### config.mk
export PLATFORM = sky130hd
export DESIGN_NAME = xysmu_ctrl
export DESIGN_NICKNAME = d
export VERILOG_FILES = /design/src/rtl/core/xysmu_pkg.sv /design/src/rtl/core/xysmu_ctrl.sv
export SDC_FILE = /design/constraint.sdc
export NUM_CORES = 1
export LEC_CHECK = 0
export BUFFER_PORTS_ARGS = -buffer_cell sky130_fd_sc_hd__buf_4
export CORE_AREA = 5 5 42 44
export CTS_CLUSTER_SIZE = 30
export DETAILED_ROUTE_END_ITERATION = 10
export DIE_AREA = 0 0 47 49
export GPL_TIMING_DRIVEN = 1
export MAX_ROUTING_LAYER = met4
export PLACE_DENSITY_LB_ADDON = 0.1
export SKIP_CTS_REPAIR_TIMING = 1
export SYNTH_ARGS = -nofsm -noshare
export SYNTH_HDL_FRONTEND = slang
export SYNTH_SLANG_ARGS = --single-unit
### constraint.sdc
create_clock -name clock -period 0.96 [get_ports clock]
set_input_delay 0 -clock clock [delete_from_list [all_inputs] [get_ports clock]]
set_output_delay 0 -clock clock [all_outputs]
set_load 0.05 [all_outputs]
### src/rtl/core/xysmu_pkg.sv
// Package for the XY spin Metropolis update block: constants, command codes and
// the cosine and exponential tables. Depends on nothing.
`timescale 1ns / 1ps
`default_nettype none
package xysmu_pkg;

   // Lattice edge. Neighbour addressing and column tests rely on a power of two
   // whose square fits the site field.
   localparam int EDGE               = 64;
   localparam int ANGLE_BITS_DEFAULT = 16;
   localparam int SITE_W             = 12;
   localparam int FIELD_W            = 16;
   localparam int CSR_INDEX_W        = 2;
   localparam logic [16:0] LOG2E_Q16 = 17'd94548;

   typedef enum logic [1:0] {
      FUNC_LOAD    = 2'd0,
      FUNC_READ    = 2'd1,
      FUNC_PROPOSE = 2'd2,
      FUNC_SPARE   = 2'd3
   } func_type;

   typedef enum logic [CSR_INDEX_W-1:0] {
      CSR_INV_TEMP  = 2'd0,
      CSR_STEP      = 2'd1,
      CSR_OPEN      = 2'd2,
      CSR_UNUSED    = 2'd3
   } csr_index_type;

   // Lattice read address selection: the site itself or one of its neighbours.
   typedef enum logic [2:0] {
      SEL_SITE  = 3'd0,
      SEL_RIGHT = 3'd1,
      SEL_LEFT  = 3'd2,
      SEL_DOWN  = 3'd3,
      SEL_UP    = 3'd4
   } nb_sel_type;

   // Datapath commands from the controller.
   typedef struct packed {
      logic       latch_item;   // capture the accepted item
      logic       rd_en;        // issue a lattice read
      nb_sel_type rd_sel;       // site or neighbour address
      logic       take_old;     // registered read data is the old spin
      logic       take_nb;      // registered read data is a neighbour spin
      logic       eval;         // compute product and acceptance
      logic       commit;       // write back or load, and form the result
   } cmd_type;

   typedef struct packed {
      logic       in_range;
      logic [1:0] func;
   } status_type;

   // round(16384*cos(j*pi/64)), j = 0..32
   function automatic logic [14:0] quarter_cos(input logic [5:0] j);
      logic [14:0] v;
      case (j)
         6'd0: v = 15'd16384;  6'd1: v = 15'd16364;  6'd2: v = 15'd16305;
         6'd3: v = 15'd16207;  6'd4: v = 15'd16069;  6'd5: v = 15'd15893;
         6'd6: v = 15'd15679;  6'd7: v = 15'd15426;  6'd8: v = 15'd15137;
         6'd9: v = 15'd14811;  6'd10: v = 15'd14449; 6'd11: v = 15'd14053;
         6'd12: v = 15'd13623; 6'd13: v = 15'd13160; 6'd14: v = 15'd12665;
         6'd15: v = 15'd12140; 6'd16: v = 15'd11585; 6'd17: v = 15'd11003;
         6'd18: v = 15'd10394; 6'd19: v = 15'd9760;  6'd20: v = 15'd9102;
         6'd21: v = 15'd8423;  6'd22: v = 15'd7723;  6'd23: v = 15'd7005;
         6'd24: v = 15'd6270;  6'd25: v = 15'd5520;  6'd26: v = 15'd4756;
         6'd27: v = 15'd3981;  6'd28: v = 15'd3196;  6'd29: v = 15'd2404;
         6'd30: v = 15'd1606;  6'd31: v = 15'd804;
         default: v = 15'd0;
      endcase
      return v;
   endfunction

   // Cosine of a 7-bit phase index in Q2.14, mirrored over the quadrants.
   function automatic logic signed [15:0] cos_q14(input logic [6:0] k);
      logic [14:0] m;
      logic [4:0]  r;
      r = k[4:0];
      case (k[6:5])
         2'd0: m = quarter_cos({1'b0, r});
         2'd1: m = quarter_cos(6'd32 - {1'b0, r});
         2'd2: m = quarter_cos({1'b0, r});
         default: m = quarter_cos(6'd32 - {1'b0, r});
      endcase
      if (k[6:5] == 2'd1 || k[6:5] == 2'd2) return -$signed({1'b0, m});
      return $signed({1'b0, m});
   endfunction

   // round(65536 * 2^(-f/16))
   function automatic logic [16:0] pow2_frac(input logic [3:0] f);
      logic [16:0] v;
      case (f)
         4'd0: v = 17'd65536;  4'd1: v = 17'd62757;  4'd2: v = 17'd60097;
         4'd3: v = 17'd57549;  4'd4: v = 17'd55109;  4'd5: v = 17'd52773;
         4'd6: v = 17'd50535;  4'd7: v = 17'd48393;  4'd8: v = 17'd46341;
         4'd9: v = 17'd44376;  4'd10: v = 17'd42495; 4'd11: v = 17'd40693;
         4'd12: v = 17'd38968; 4'd13: v = 17'd37316; 4'd14: v = 17'd35734;
         default: v = 17'd34219;
      endcase
      return v;
   endfunction

endpackage
`default_nettype wire

### src/rtl/core/xysmu_ctrl.sv
// Sequencer for the XY spin update: steps one item through lattice reads,
// evaluation and write-back, and drives the response handshake. Uses xysmu_pkg.
`timescale 1ns / 1ps
`default_nettype none
module xysmu_ctrl (
   input  wire logic                   clock,
   input  wire logic                   reset,
   input  wire logic                   req_valid,
   output logic                        req_ready,
   output logic                        rsp_valid,
   input  wire logic                   rsp_ready,
   input  wire xysmu_pkg::status_type  status,
   output xysmu_pkg::cmd_type          cmd
);
   import xysmu_pkg::*;

   typedef enum logic [3:0] {
      S_IDLE, S_RD0, S_RD1, S_RD2, S_RD3, S_RD4, S_LAST, S_EVAL, S_COMMIT, S_HOLD
   } state_type;

   state_type state_ff, state_in;
   logic      rsp_valid_ff, rsp_valid_in;

   // A new item enters only when idle, also while a finished result still waits.
   assign req_ready = (state_ff == S_IDLE);
   assign rsp_valid = rsp_valid_ff;

   always_comb begin
      cmd          = '0;
      state_in     = state_ff;
      rsp_valid_in = rsp_valid_ff & ~rsp_ready;
      case (state_ff)
         S_IDLE: begin
            if (req_valid) begin
               cmd.latch_item = 1'b1;
               state_in       = S_RD0;
            end
         end
         S_RD0: begin
            cmd.rd_en  = 1'b1;
            cmd.rd_sel = SEL_SITE;
            if (status.in_range && status.func == FUNC_PROPOSE) state_in = S_RD1;
            else state_in = S_EVAL;
         end
         S_RD1: begin
            cmd.rd_en = 1'b1; cmd.rd_sel = SEL_RIGHT; cmd.take_old = 1'b1; state_in = S_RD2;
         end
         S_RD2: begin
            cmd.rd_en = 1'b1; cmd.rd_sel = SEL_LEFT; cmd.take_nb = 1'b1; state_in = S_RD3;
         end
         S_RD3: begin
            cmd.rd_en = 1'b1; cmd.rd_sel = SEL_DOWN; cmd.take_nb = 1'b1; state_in = S_RD4;
         end
         S_RD4: begin
            cmd.rd_en = 1'b1; cmd.rd_sel = SEL_UP; cmd.take_nb = 1'b1; state_in = S_LAST;
         end
         S_LAST: begin
            cmd.take_nb = 1'b1; state_in = S_EVAL;
         end
         S_EVAL: begin
            cmd.eval = 1'b1;
            if (!status.in_range || status.func != FUNC_PROPOSE) cmd.take_old = 1'b1;
            state_in = S_COMMIT;
         end
         S_COMMIT: begin
            if (!rsp_valid_ff || rsp_ready) begin
               cmd.commit   = 1'b1;
               rsp_valid_in = 1'b1;
               state_in     = S_IDLE;
            end
         end
         default: state_in = S_IDLE;
      endcase
   end

   always_ff @(posedge clock) begin
      if (reset) begin
         state_ff     <= S_IDLE;
         rsp_valid_ff <= 1'b0;
      end else begin
         state_ff     <= state_in;
         rsp_valid_ff <= rsp_valid_in;
      end
   end
endmodule
`default_nettype wire

==> reports/results.ini <==
[power]
combPwrFrac=0.719
p_sw_mw=0.825
swShare=0.436
p_per_area_mw_per_mm2=2030
p_int_mw=1.07
p_seq_frac=0.148
power.share.clock=0.133
p_total_mw=1.89
p_leak_nw=0.393
ir_drop_uv=1040

[floorplan]
fp.coreArea_mm2=0.00140
die_h_um=49
dieArea_mm2=0.00230
rows=14
start_util=0.264
die_x_um=47
pin_count=18

[final_layout]
syn2layout_area_growth_pct=152
fin_area_um2=935
diodes=0
final_common_cell=buf_4
num-nets-final=94
fillCellCount=126
ff_latch_area_um2=116
layout-drive-gt1-share=0.826
multi_input_area_um2=379
final_cell_mix=buf_4, buf_6, buf_8

[cts]
cts_tree=done
cts_max_path_buffers=2
clkTransAtPathRegs_ns=0.04
clkSinkCount=5
insertion_delay_ns=0.24
cts_buffers=3
htreeDepth=1
cts-root-buf=clkbuf_4

[worst_setup_path]
crit_slowest_cell=or4b_4
critPathMaxStageDelay_ns=0.52
cp_num_buf_inv=1
path_cells=or4b_4, o21ai_4, buf_6
end_kind=output port
startpoint_type=flip-flop
crit_type=flip-flop to output port
critical_path_required_ns=0.96
critPathTopFamily=simple AND/OR/NAND/NOR gates
cp_max_fo=4
cp.arrival_ns=1.37

[synth]
syn_area_um2=370
synthCells=47
ys_seq_area_frac=0.270
synth.yosys.warnings=0
ys_types=25
syn_nets=54
ys_ff_latch=5
synth_top_family_by_area=simple AND/OR/NAND/NOR gates
synth-compound-area-share=0.162
synth_mux_area_frac=0
synth-simple-area-share=0.416
syn_avg_cell_area_um2=7.88
synthAdderAreaFrac=0
synthXorXnorAreaFrac=0.0473

[timing]
rsz0062_at_grt=yes
timing.fmax_mhz=731
tightestPinTransition_ns=0.237
fin_crit_sh=1.43
hold_viol=0
hold_slack_ns=0.0377
period_needed_ns=1.37
report.final.slew_viol_count=0
setup-tns-final_ns=-3.76
worst_slack_ns=-0.408
slew_headroom=0.841
clock_skew_ns=0.000623
setup_viol=13

[grt]
grt_first_pass_wirelength_um=1730
grt_pass1_vias=426
grt_max_degree=10
track_usage=0.106
grt_antenna_before_repair=0
overflow=0

[routing]
routedWlPerCell_um=11.7
drt-total-wl_um=1200
drc_errors=0
ant_nets=0
routed_via_density=4.64
num_vias=473
drtIter0Drc=6
dr.pass1.iters=3

[placed_design]
place_ws_ns=-0.209
post-dp-hpwl_um=827
gp_congestion=0.767
portBuffers=17
postPlaceCellArea_um2=709

[run]
maxCapViolCount=0

[outcome]
violations=negative setup slack
outcome=finished with violations

[hold_path]
holdCritPathClass=input port to flip-flop

[cell usage after synthesis, drive strengths merged]
master,number,area share
nor2b,1,0.017
nand4b,1,0.024
o21ai,1,0.014
or4b,1,0.027
nor3,5,0.081
o21a,1,0.020
inv,1,0.010
or2,1,0.024
buf,4,0.095
and3b,2,0.047
and2,1,0.017
xnor2,2,0.047
a21oi,5,0.088
o211ai,1,0.020
a211oi,1,0.020
nor2,6,0.061
dfxtp,5,0.27
nand2,5,0.057
nor4,1,0.034
nand3,2,0.027
[worst paths after layout]
kind                    start           to  slack [ns]  cells past startpoint
setup / recovery  state_ff[2]       cmd[3]       -0.41                      3
setup reg to reg  state_ff[0]  state_ff[3]       -0.15                      5
hold reg to reg     rsp_valid  state_ff[3]        0.61                      3
hold / removal      rsp_ready  state_ff[3]        0.04                      4
[sequential cells by signal (all words and copies together), names as in the netlist]
name	count
rsp_valid	1
state_ff	4
[cell families after synthesis]
group / after synthesis
xor+xnor: 2
buf+inv: 5
flops: 5
compound gates: 9
simple gates: 26
[through the flow]
step                      instances  utilization
after floorplan                  47            -
after global placement           94        0.506
after detailed placement         94        0.506
after CTS                        98        0.525
after global routing            102        0.667
final                           102        0.667
[area by class of cell]
| type | count | share of cell area |
|---|---|---|
| tap | 16 | 0.0214 |
| inverter | 1 | 0.00669 |
| sequential | 5 | 0.124 |
| multi-input combinational | 37 | 0.406 |
| clock buffer | 4 | 0.0281 |
| timing repair buffer | 39 | 0.414 |
[tightest hold or removal path: stages]
cell     delay, ns
buf_4         0.09
nor2b_4       0.04
nand3_2       0.07
a21oi_2       0.04
[per-layer routing]
metal | routed length (um) | GRT usage | up-vias
li1 | - | - | 242
met1 | 456 | 0.141 | 216
met2 | 674 | 0.133 | 13
met3 | 57 | 0.0332 | 2
met4 | 6 | 0.0691 | 0
met5 | 0 | - | -
[power by group through the flow]
stage | clock network (mW) | registers, mW | logic, mW
3_5_place_dp | 0 | 0.271 | 1.06
2_1_floorplan | 0 | 0.278 | 0.717
4_1_cts | 0.263 | 0.267 | 1.07
6_report | 0.252 | 0.281 | 1.36
5_1_grt | 0.287 | 0.285 | 1.45
3_3_place_gp | 0 | 0.271 | 1.06
(Power assumes the default switching activity.)
